<file path="src/rtl/pru_pkg.sv">
// Shared types, constants and helpers for the print raster unpacker.
package pru_pkg;

  localparam int LINE_PIXELS_DEF = 384;
  localparam int OFFSET_BITS_DEF = 20;

  localparam int ADDR_W  = 20;
  localparam int CNT_W   = 4;
  localparam int LINES_W = 12;
  localparam int THR_W   = 20;
  localparam int PKT_W   = 20;
  localparam int OUT_W   = 48;
  localparam int PADDR_W = 3;
  localparam int APB_W   = 32;

  localparam logic [THR_W-1:0] THR_RESET = THR_W'(300000);

  typedef enum logic [1:0] {
    OP_RAW     = 2'd0,
    OP_RUN     = 2'd1,
    OP_RESTART = 2'd2,
    OP_NONE    = 2'd3
  } pru_op_t;

  // register word index, taken from paddr[2]
  typedef enum logic {
    REG_DOT_MODE = 1'b0,
    REG_STOP_THR = 1'b1
  } pru_reg_t;

  typedef struct packed {
    logic load;
    logic div_start;
    logic finish;
    logic emit;
  } pru_cmd_t;

  typedef struct packed {
    logic out_free;
    logic last_beat;
    logic div_done;
  } pru_sts_t;

  // low n bits set, n saturating at 8
  function automatic logic [7:0] ones(input logic [CNT_W-1:0] n);
    logic [7:0] m;
    m = 8'hFF;
    if (n < CNT_W'(8)) begin
      m = ~(8'hFF << n[2:0]);
    end
    return m;
  endfunction

endpackage

</file>
<file path="src/rtl/pru_div.sv">
// Line count from the packet tally: divide by line width through a reciprocal multiply.
module pru_div import pru_pkg::*; #(
  parameter int LINE_PIXELS = LINE_PIXELS_DEF
) (
  input  logic               clk,
  input  logic               rst,
  input  logic               start,
  input  logic [PKT_W-1:0]   dividend,
  output logic [LINES_W-1:0] quotient,
  output logic               done
);

  // floor(x / d) = (x * ceil(2^SH / d)) >> SH for every x below 2^PKT_W
  localparam int SH = PKT_W + $clog2(LINE_PIXELS);
  localparam int MW = PKT_W + 1;
  localparam int PW = PKT_W + MW + LINES_W;
  localparam logic [63:0] RECIP_FULL =
    ((64'd1 << SH) + 64'(LINE_PIXELS) - 64'd1) / 64'(LINE_PIXELS);
  localparam logic [MW-1:0] RECIP = RECIP_FULL[MW-1:0];

  logic [PW-1:0] prod;

  assign prod = PW'(dividend) * PW'(RECIP);

  always_ff @(posedge clk) begin
    if (rst) begin
      done <= 1'b0;
    end else begin
      done <= start;
    end
  end

  // only the low quotient bits matter: the line count wraps
  always_ff @(posedge clk) begin
    if (start) begin
      quotient <= prod[SH +: LINES_W];
    end
  end

endmodule

</file>
<file path="src/rtl/pru_dp.sv">
// Datapath: pixel offset, line count, packet tally, burst generation and output register.
module pru_dp import pru_pkg::*; #(
  parameter int LINE_PIXELS = LINE_PIXELS_DEF,
  parameter int OFFSET_BITS = OFFSET_BITS_DEF
) (
  input  logic             clk,
  input  logic             rst,
  input  pru_cmd_t         cmd,
  output pru_sts_t         sts,
  input  logic [1:0]       in_op,
  input  logic [7:0]       in_data,
  input  logic             dot_mode,
  input  logic [THR_W-1:0] stop_thr,
  output logic             m_tvalid,
  input  logic             m_tready,
  output logic [OUT_W-1:0] m_tdata,
  output logic             m_tlast
);

  localparam int CW = (OFFSET_BITS > ADDR_W) ? OFFSET_BITS : ADDR_W;
  localparam int OUT_PAD = OUT_W - (ADDR_W + CNT_W + 8 + LINES_W + 1);
  localparam logic [OFFSET_BITS-1:0] OFFSET_MAX = {OFFSET_BITS{1'b1}};

  pru_op_t op_in;
  pru_op_t op_r;

  logic [OFFSET_BITS-1:0] offset;
  logic [OFFSET_BITS-1:0] start;
  logic [OFFSET_BITS-1:0] room;
  logic [LINES_W-1:0]     lines;
  logic [LINES_W-1:0]     line_add;
  logic [LINES_W-1:0]     quot;
  logic                   stop_sent;
  logic                   stop_hit;
  logic                   stop_r;
  logic [PKT_W-1:0]       pkt;
  logic [PKT_W:0]         pkt_sum;
  logic [PKT_W-1:0]       pkt_sat;
  logic [7:0]             data_r;
  logic [6:0]             req;
  logic [6:0]             n;
  logic [6:0]             left;
  logic [CNT_W-1:0]       beat_cnt;
  logic [7:0]             beat_bits;
  logic [CW-1:0]          start_ext;

  logic [ADDR_W-1:0]      o_addr;
  logic [CNT_W-1:0]       o_cnt;
  logic [7:0]             o_bits;
  logic [LINES_W-1:0]     o_lines;
  logic                   o_stop;
  logic                   div_done;

  assign op_in = pru_op_t'(in_op);

  // pixels the incoming byte may write before the offset saturates
  assign room    = OFFSET_MAX - offset;
  assign req     = (op_in == OP_RAW) ? 7'd8 : in_data[6:0];
  assign n       = (room < OFFSET_BITS'(req)) ? room[6:0] : req;
  assign pkt_sum = {1'b0, pkt} + (PKT_W+1)'(req);
  assign pkt_sat = pkt_sum[PKT_W] ? {PKT_W{1'b1}} : pkt_sum[PKT_W-1:0];

  assign line_add = (op_r == OP_RAW) ? LINES_W'(1) : quot;
  assign stop_hit = dot_mode && !stop_sent && (CW'(offset) > CW'(stop_thr));

  assign beat_cnt  = (left > 7'd8) ? CNT_W'(8) : left[CNT_W-1:0];
  assign beat_bits = ((op_r == OP_RAW) ? data_r : {8{data_r[7]}}) & ones(beat_cnt);
  assign start_ext = CW'(start);

  pru_div #(.LINE_PIXELS(LINE_PIXELS)) u_div (
    .clk      (clk),
    .rst      (rst),
    .start    (cmd.div_start),
    .dividend (pkt),
    .quotient (quot),
    .done     (div_done)
  );

  assign sts.out_free  = !m_tvalid || m_tready;
  assign sts.last_beat = (left <= 7'd8);
  assign sts.div_done  = div_done;

  always_ff @(posedge clk) begin
    if (rst) begin
      offset    <= '0;
      lines     <= '0;
      stop_sent <= 1'b0;
      pkt       <= '0;
      m_tvalid  <= 1'b0;
    end else begin
      if (cmd.load) begin
        unique case (op_in)
          OP_RESTART: begin
            offset    <= '0;
            lines     <= '0;
            stop_sent <= 1'b0;
            pkt       <= '0;
          end
          OP_RAW: offset <= offset + OFFSET_BITS'(n);
          OP_RUN: begin
            offset <= offset + OFFSET_BITS'(n);
            pkt    <= pkt_sat;
          end
          OP_NONE: ;
        endcase
      end
      if (cmd.finish) begin
        lines <= lines + line_add;
        pkt   <= '0;
        if (stop_hit) begin
          stop_sent <= 1'b1;
        end
      end
      if (cmd.emit) begin
        m_tvalid <= 1'b1;
      end else if (m_tready) begin
        m_tvalid <= 1'b0;
      end
    end
  end

  // per-item working registers and the output beat
  always_ff @(posedge clk) begin
    if (cmd.load) begin
      op_r   <= op_in;
      data_r <= in_data;
      stop_r <= 1'b0;
      if (op_in == OP_RESTART) begin
        start <= '0;
        left  <= '0;
      end else begin
        start <= offset;
        left  <= n;
      end
    end
    if (cmd.finish) begin
      stop_r <= stop_hit;
    end
    if (cmd.emit) begin
      o_addr  <= start_ext[ADDR_W-1:0];
      o_cnt   <= beat_cnt;
      o_bits  <= beat_bits;
      o_lines <= lines;
      o_stop  <= stop_r && sts.last_beat;
      m_tlast <= sts.last_beat;
      start   <= start + OFFSET_BITS'(8);
      left    <= left - 7'd8;
    end
  end

  assign m_tdata = {{OUT_PAD{1'b0}}, o_stop, o_lines, o_bits, o_cnt, o_addr};

  a_emit_slot_free: assert property (@(posedge clk) disable iff (rst)
    cmd.emit |-> (!m_tvalid || m_tready))
    else $error("beat loaded over a pending result");

  a_stop_on_last: assert property (@(posedge clk) disable iff (rst)
    (m_tvalid && o_stop) |-> m_tlast)
    else $error("flow stop on a beat that is not last");

  a_stop_sticky: assert property (@(posedge clk) disable iff (rst)
    (stop_sent && !(cmd.load && op_in == OP_RESTART)) |=> stop_sent)
    else $error("stop flag dropped without restart");

endmodule

</file>
<file path="src/rtl/pru_ctrl.sv">
// Controller: sequences load, packet-end divide, line update and burst beats.
module pru_ctrl import pru_pkg::*; (
  input  logic     clk,
  input  logic     rst,
  input  logic     in_valid,
  input  logic [1:0] in_op,
  input  logic     in_eop,
  output logic     in_ready,
  output pru_cmd_t cmd,
  input  pru_sts_t sts
);

  typedef enum logic [2:0] {
    ST_IDLE,
    ST_DIV_GO,
    ST_DIV_WAIT,
    ST_FINISH,
    ST_EMIT
  } state_t;

  state_t  state;
  state_t  state_next;
  pru_op_t op;

  assign op       = pru_op_t'(in_op);
  assign in_ready = (state == ST_IDLE);

  always_comb begin
    cmd.load      = (state == ST_IDLE) && in_valid;
    cmd.div_start = (state == ST_DIV_GO);
    cmd.finish    = (state == ST_FINISH);
    cmd.emit      = (state == ST_EMIT) && sts.out_free;
  end

  always_comb begin
    state_next = state;
    unique case (state)
      ST_IDLE: begin
        if (in_valid) begin
          unique case (op)
            OP_NONE:    state_next = ST_IDLE;
            OP_RESTART: state_next = ST_EMIT;
            OP_RAW:     state_next = in_eop ? ST_FINISH : ST_EMIT;
            OP_RUN:     state_next = in_eop ? ST_DIV_GO : ST_EMIT;
          endcase
        end
      end
      ST_DIV_GO:   state_next = ST_DIV_WAIT;
      ST_DIV_WAIT: if (sts.div_done) state_next = ST_FINISH;
      ST_FINISH:   state_next = ST_EMIT;
      ST_EMIT:     if (cmd.emit && sts.last_beat) state_next = ST_IDLE;
      default:     state_next = ST_IDLE;
    endcase
  end

  always_ff @(posedge clk) begin
    if (rst) begin
      state <= ST_IDLE;
    end else begin
      state <= state_next;
    end
  end

endmodule

</file>
<file path="src/rtl/print_raster_unpacker.sv">
// Sequence: an accepted byte goes to its burst beats; at a packet end a raw byte first takes the
// line update (FINISH), a run byte the divide (DIV_GO, DIV_WAIT: multiply by the reciprocal of the
// line width) and then the update. Flow: a new item is taken only once every beat of the last one
// is loaded; a held-back beat stalls the burst; the next item is taken while the last beat waits.
// Reset: synchronous, active high; clears offset, line count, packet tally and stop flag,
// and returns dot_matrix_mode to 0 and stop_threshold to 300000.
module print_raster_unpacker import pru_pkg::*; #(
  parameter int LINE_PIXELS = LINE_PIXELS_DEF,
  parameter int OFFSET_BITS = OFFSET_BITS_DEF
) (
  input  logic               clk,
  input  logic               rst,
  input  logic               s_tvalid,
  output logic               s_tready,
  input  logic [7:0]         s_tdata,   // [7:0] data_byte
  input  logic [1:0]         s_tuser,   // [1:0] operation
  input  logic               s_tlast,   // end_of_packet
  output logic               m_tvalid,
  input  logic               m_tready,
  output logic [OUT_W-1:0]   m_tdata,   // [19:0] write_address, [23:20] pixel_count,
                                        // [31:24] pixel_bits, [43:32] line_count,
                                        // [44] flow_stop, [47:45] zero
  output logic               m_tlast,   // last
  input  logic               psel,
  input  logic               penable,
  input  logic               pwrite,
  input  logic [PADDR_W-1:0] paddr,
  input  logic [APB_W-1:0]   pwdata,
  output logic [APB_W-1:0]   prdata,
  output logic               pready
);

  logic             dot_mode;
  logic [THR_W-1:0] stop_thr;
  logic             cfg_wr;
  pru_reg_t         reg_sel;
  pru_cmd_t         cmd;
  pru_sts_t         sts;

  assign pready  = 1'b1;
  assign cfg_wr  = psel && penable && pwrite && pready;
  assign reg_sel = pru_reg_t'(paddr[2]);

  always_ff @(posedge clk) begin
    if (rst) begin
      dot_mode <= 1'b0;
      stop_thr <= THR_RESET;
    end else if (cfg_wr) begin
      unique case (reg_sel)
        REG_DOT_MODE: dot_mode <= pwdata[0];
        REG_STOP_THR: stop_thr <= pwdata[THR_W-1:0];
      endcase
    end
  end

  always_comb begin
    unique case (reg_sel)
      REG_DOT_MODE: prdata = APB_W'(dot_mode);
      REG_STOP_THR: prdata = APB_W'(stop_thr);
    endcase
  end

  pru_ctrl u_ctrl (
    .clk      (clk),
    .rst      (rst),
    .in_valid (s_tvalid),
    .in_op    (s_tuser),
    .in_eop   (s_tlast),
    .in_ready (s_tready),
    .cmd      (cmd),
    .sts      (sts)
  );

  pru_dp #(
    .LINE_PIXELS (LINE_PIXELS),
    .OFFSET_BITS (OFFSET_BITS)
  ) u_dp (
    .clk      (clk),
    .rst      (rst),
    .cmd      (cmd),
    .sts      (sts),
    .in_op    (s_tuser),
    .in_data  (s_tdata),
    .dot_mode (dot_mode),
    .stop_thr (stop_thr),
    .m_tvalid (m_tvalid),
    .m_tready (m_tready),
    .m_tdata  (m_tdata),
    .m_tlast  (m_tlast)
  );

endmodule

</file>
<file path="config.mk">
export PLATFORM = sky130hd
export DESIGN_NAME = print_raster_unpacker
export DESIGN_NICKNAME = d
export VERILOG_FILES = /design/src/rtl/pru_pkg.sv /design/src/rtl/pru_div.sv /design/src/rtl/pru_dp.sv /design/src/rtl/pru_ctrl.sv /design/src/rtl/print_raster_unpacker.sv
export SDC_FILE = /design/constraint.sdc
export NUM_CORES = 1
export LEC_CHECK = 0
export BUFFER_PORTS_ARGS = -buffer_cell sky130_fd_sc_hd__buf_2
export CAP_MARGIN = 20
export CORE_AREA = 2 2 175 177
export CTS_BUF_LIST = sky130_fd_sc_hd__clkbuf_4 sky130_fd_sc_hd__clkbuf_8
export DETAILED_ROUTE_END_ITERATION = 12
export DIE_AREA = 0 0 177 179
export PLACE_DENSITY = 0.76
export RECOVER_POWER = 100
export SETUP_SLACK_MARGIN = 0.4
export SLEW_MARGIN = 0
export SYNTH_ARGS = -nofsm -noshare
export SYNTH_HDL_FRONTEND = slang
export SYNTH_SLANG_ARGS = --single-unit
</file>
<file path="constraint.sdc">
create_clock -name clk -period 11.48 [get_ports clk]
set_clock_uncertainty 0.2 [all_clocks]
set_input_delay 1.148 -clock clk [delete_from_list [all_inputs] [get_ports clk]]
set_output_delay 1.148 -clock clk [all_outputs]
set_load 0.01 [all_outputs]
</file>
==> metrics.md <==
| Metric | Value |
|---|---|
| Slowest stage cell on the critical path | a2111oi_0 |
| Status | finished, violations left |
| Placer Congestion | 0.9478 |
| TritonCTS clock tree | built |
| Crit Path Class | reg -> reg |
| Crit path top cell by count | fa_1 |
| Overall Global Routing Usage | 0.2298 |
| First-pass GRT wire length | 57.55 mm |
| Post-DP HPWL | 29.54 mm |
| R2R Path End | u_dp.u_div.quotient[10]$_DFFE_PP_ |
| I/O pin count | 137 |
| Yosys warning total | 0 |
| Starting DRT DRC Count | 933 |
| Layout cells sized above 1 | 0.04817 |
| Placed instance count | 2,108 |
| Syn-to-layout area delta | 6.781% |
| Yosys cell types | 76 |
| Share of Yosys cell area claimed by the top area cell type | 0.1897 |
| CP startpoint kind | register |
| Setup-failing EPs final | 0 |
| Most common cell after layout, fill and taps aside | inv_1 |
| Total CTS buffers | 17 |
| Syn Area/Cell | 9.841 sq um |
| Fin crit share | 0.6603 |
| Max Fclk | 131.9 MHz |
| End of the critical path | u_dp.u_div.quotient[10]$_DFFE_PP_ |
| Max cap viols | 3 |
| Setup TNS | 0 ns |
| Post-layout net count | 2,167 |
| Min Clock Period, post-route | 7.580 ns |
| Seq/Total Area, Yosys | 0.2774 |
| Cells after Synth | 1,635 |
| Relative slew slack | -0.3878 |
| Vias in the first global route | 11,485 |
| CTS Hold Bufs | 0 |
| Gr busiest metal | met2 |
| Worst Setup End Kind | register |
| Worst path arrival time | 7.67 ns |
| Final slew viol count | 104 |
| Router iterations before antenna repair | 6 |
| Seq cells post-synth | 175 |
| Non-Filler Instances | 2,141 |
| Post-DRT Antenna Nets | 0 |
| Via Count | 11,756 |
| Initial antenna violation count | 0 |
| Clock-pin slew on the worst setup and hold paths | 0.10 ns |
| Total of fill cells in the finished design | 2,597 |
| Worst Path Required | 11.57 ns |
| Post-synth design cell area | 16,090 sq um |
| Reg-to-Reg Start | u_dp.pkt[7]$_SDFFE_PP0P_ |
| CTS Buffer Depth | 2 |
| Share of flip-flops with an asynchronous set or reset | 0 |
| EDFF count, synth | 96 |
| Row count | 64 |
| IO Port Bufs | 106 |
| CP peak stage delay | 1.07 ns |
| DRC | 0 |
| Die Area | 31,680 sq um |
| Max FO, Critical Path | 13 |
| Final Hold Violating Endpoints | 0 |
| Met1 Track Usage GR | 0.3076 |
| Area contributors post-synth | ha_1, edfxtp_1, fa_1 |
| Worst Hold Class | reg -> reg |
| Commonest cells after routing, fill and taps aside | inv_1, ha_1, fa_1, nor2_1, edfxtp_1 |
| Chip width | 177 um |
| Total Power | 1.475 mW |
| CTS H-tree lvls | 4 |
| Top FF cell, synth | edfxtp_1 |
| Hold Slack | 0.2269 ns |
| LEAKAGE | 8.503 nW |
| CP startpoint | u_dp.pkt[7]$_SDFFE_PP0P_ |
| Worst Tran Pin Value | 2.082 ns |
| Global route overflow | 0 |
| Drt wl/cell | 16.52 um |
| PostCTS Resize Cnt | 0 |
| Failing checks | max-capacitance violations, max-slew violations |
| Largest net degree at the start of global routing | 56 |
| R2R depth | 17 |
| Height of the die | 179 um |
| Vias per inst | 5.491 |
| Initial Util | 0.5358 |
| Worst setup margin | 3.900 ns |
| Post-CTS setup buffers | 0 |
| Met2 usage in global routing | 0.3878 |
| RSZ-0062 raised after global routing | no |
| Clock latency on the worst-skew pair | 0.45 ns |
| Grt met3 use | 0.03605 |
| Pre-CTS WS | 4.784 ns |
| Pwr/cell area | 85.85 nW/um^2 |
| CTS Root Cell | clkbuf_8 |
| Critical path cell sequence | ha_1 > fa_1 > inv_1 > fa_1 > inv_1 > fa_1 > fa_1 > fa_1 > ha_1 > ha_1 > a21oi_1 > o21ai_0 > or2_2 > a2111oi_0 > a2111oi_0 > or2_0 > a32oi_1 |
| Core area | 30,030 sq um |
| Area leader, netlist | ha_1 |
| Final wirelength | 35.36 mm |
| VDD IR-drop max | 86.09 uV |
| Num Clock Sinks | 175 |
| Worst R2R Setup Slack | 3.90 ns |
-- cell usage after synthesis, types with 6 or more instances --
cell / number
nand2b_1: 8
edfxtp_1: 96
a21o_1: 27
a21oi_1: 88
clkbuf_1: 25
mux2i_1: 10
buf_4: 18
and2_1: 10
a31oi_1: 10
xnor2_1: 36
inv_1: 286
nor2_1: 114
nand4_1: 16
a211oi_1: 16
a211o_1: 9
nand3_1: 33
xor2_1: 24
and3_1: 19
nor2b_1: 22
or2_2: 6
a22o_1: 7
nor4_1: 7
a31o_2: 7
nor3_1: 30
ha_1: 244
o211ai_1: 10
fa_1: 138
nand2_1: 87
dfxtp_1: 79
o21ai_0: 52
o21a_1: 10
or3_1: 6
a22oi_1: 10
-- logic make-up (layout without fill, tap and decap cells) --
| logic type | count (synthesis) | count (layout) | share of synthesized area |
|---|---|---|---|
| AOI/OAI and AO/OA | 286 | 286 | 0.1190 |
| other | 2 | 17 | 0.0004667 |
| and+or+nand+nor | 382 | 382 | 0.1177 |
| xor gates and xnor gates | 60 | 60 | 0.03266 |
| DFF | 175 | 175 | 0.2774 |
| muxes | 13 | 13 | 0.008320 |
| buffers and inverters | 335 | 430 | 0.08297 |
| adders and majority gates | 382 | 382 | 0.3614 |
-- per-layer routing --
layer,wire (um),share of wire
met1,15580,0.44
met5,0,0
met4,694,0.020
met3,1876,0.053
met2,17210,0.49
-- critical path, delay by kind of cell (launching register included) --
family	cells	cell delay, ns
flops	1	0.74
compound gates	5	2.03
fa+ha+maj	8	3.66
buf+inv	2	0.11
simple gates	2	0.65
-- worst min-delay path by stage --
stage                            startpoint                  endpoint  slack, ns  depth (start not counted)
global placement    u_dp.start[2]$_DFFE_PP_  u_dp.o_addr[2]$_DFFE_PP_       0.21                          0
finish              u_dp.start[2]$_DFFE_PP_  u_dp.o_addr[2]$_DFFE_PP_       0.23                          0
floorplan           u_dp.start[0]$_DFFE_PP_  u_dp.o_addr[0]$_DFFE_PP_       0.20                          0
detailed placement  u_dp.start[2]$_DFFE_PP_  u_dp.o_addr[2]$_DFFE_PP_       0.20                          0
CTS                 u_dp.start[0]$_DFFE_PP_  u_dp.o_addr[0]$_DFFE_PP_       0.23                          0
global route        u_dp.start[1]$_DFFE_PP_  u_dp.o_addr[1]$_DFFE_PP_       0.24                          0
-- through the flow --
stage,area (sq um),utilization
after detailed placement,16950,0.5645
after CTS,17360,0.5780
final,17180,0.5722
after global placement,16950,0.5645
after floorplan,16140,-
after global routing,17180,0.5721
-- report_power, final --
group / internal [mW] / switching, mW
Clock: 0.200 / 0.236
Sequential: 0.738 / 0.0402
Combinational: 0.0873 / 0.173
-- final cells by class --
cell class | instances | area (sq um) | area share
diodes | 1 | 2.502 | 0.0001456
clock buffers | 17 | 234.0 | 0.01362
clock inverters | 14 | 173.9 | 0.01012
inverters | 288 | 1081 | 0.06292
multi-input cells | 1139 | 10270 | 0.5980
flip-flops and latches | 175 | 4464 | 0.2598
well taps | 396 | 495.5 | 0.02884
repair buffers | 111 | 455.4 | 0.02651
-- state kept, by name, indices dropped and copies added, names as in the netlist, 2 cells and up --
name,cells
stop_thr,20
u_ctrl.state,3
u_dp.data_r,8
u_dp.left,7
u_dp.lines,12
u_dp.o_addr,20
u_dp.o_bits,8
u_dp.o_cnt,4
u_dp.o_lines,12
u_dp.offset,20
u_dp.op_r,2
u_dp.pkt,20
u_dp.start,20
u_dp.u_div.quotient,12
No activity file was read; power rests on OpenSTA's default activity.
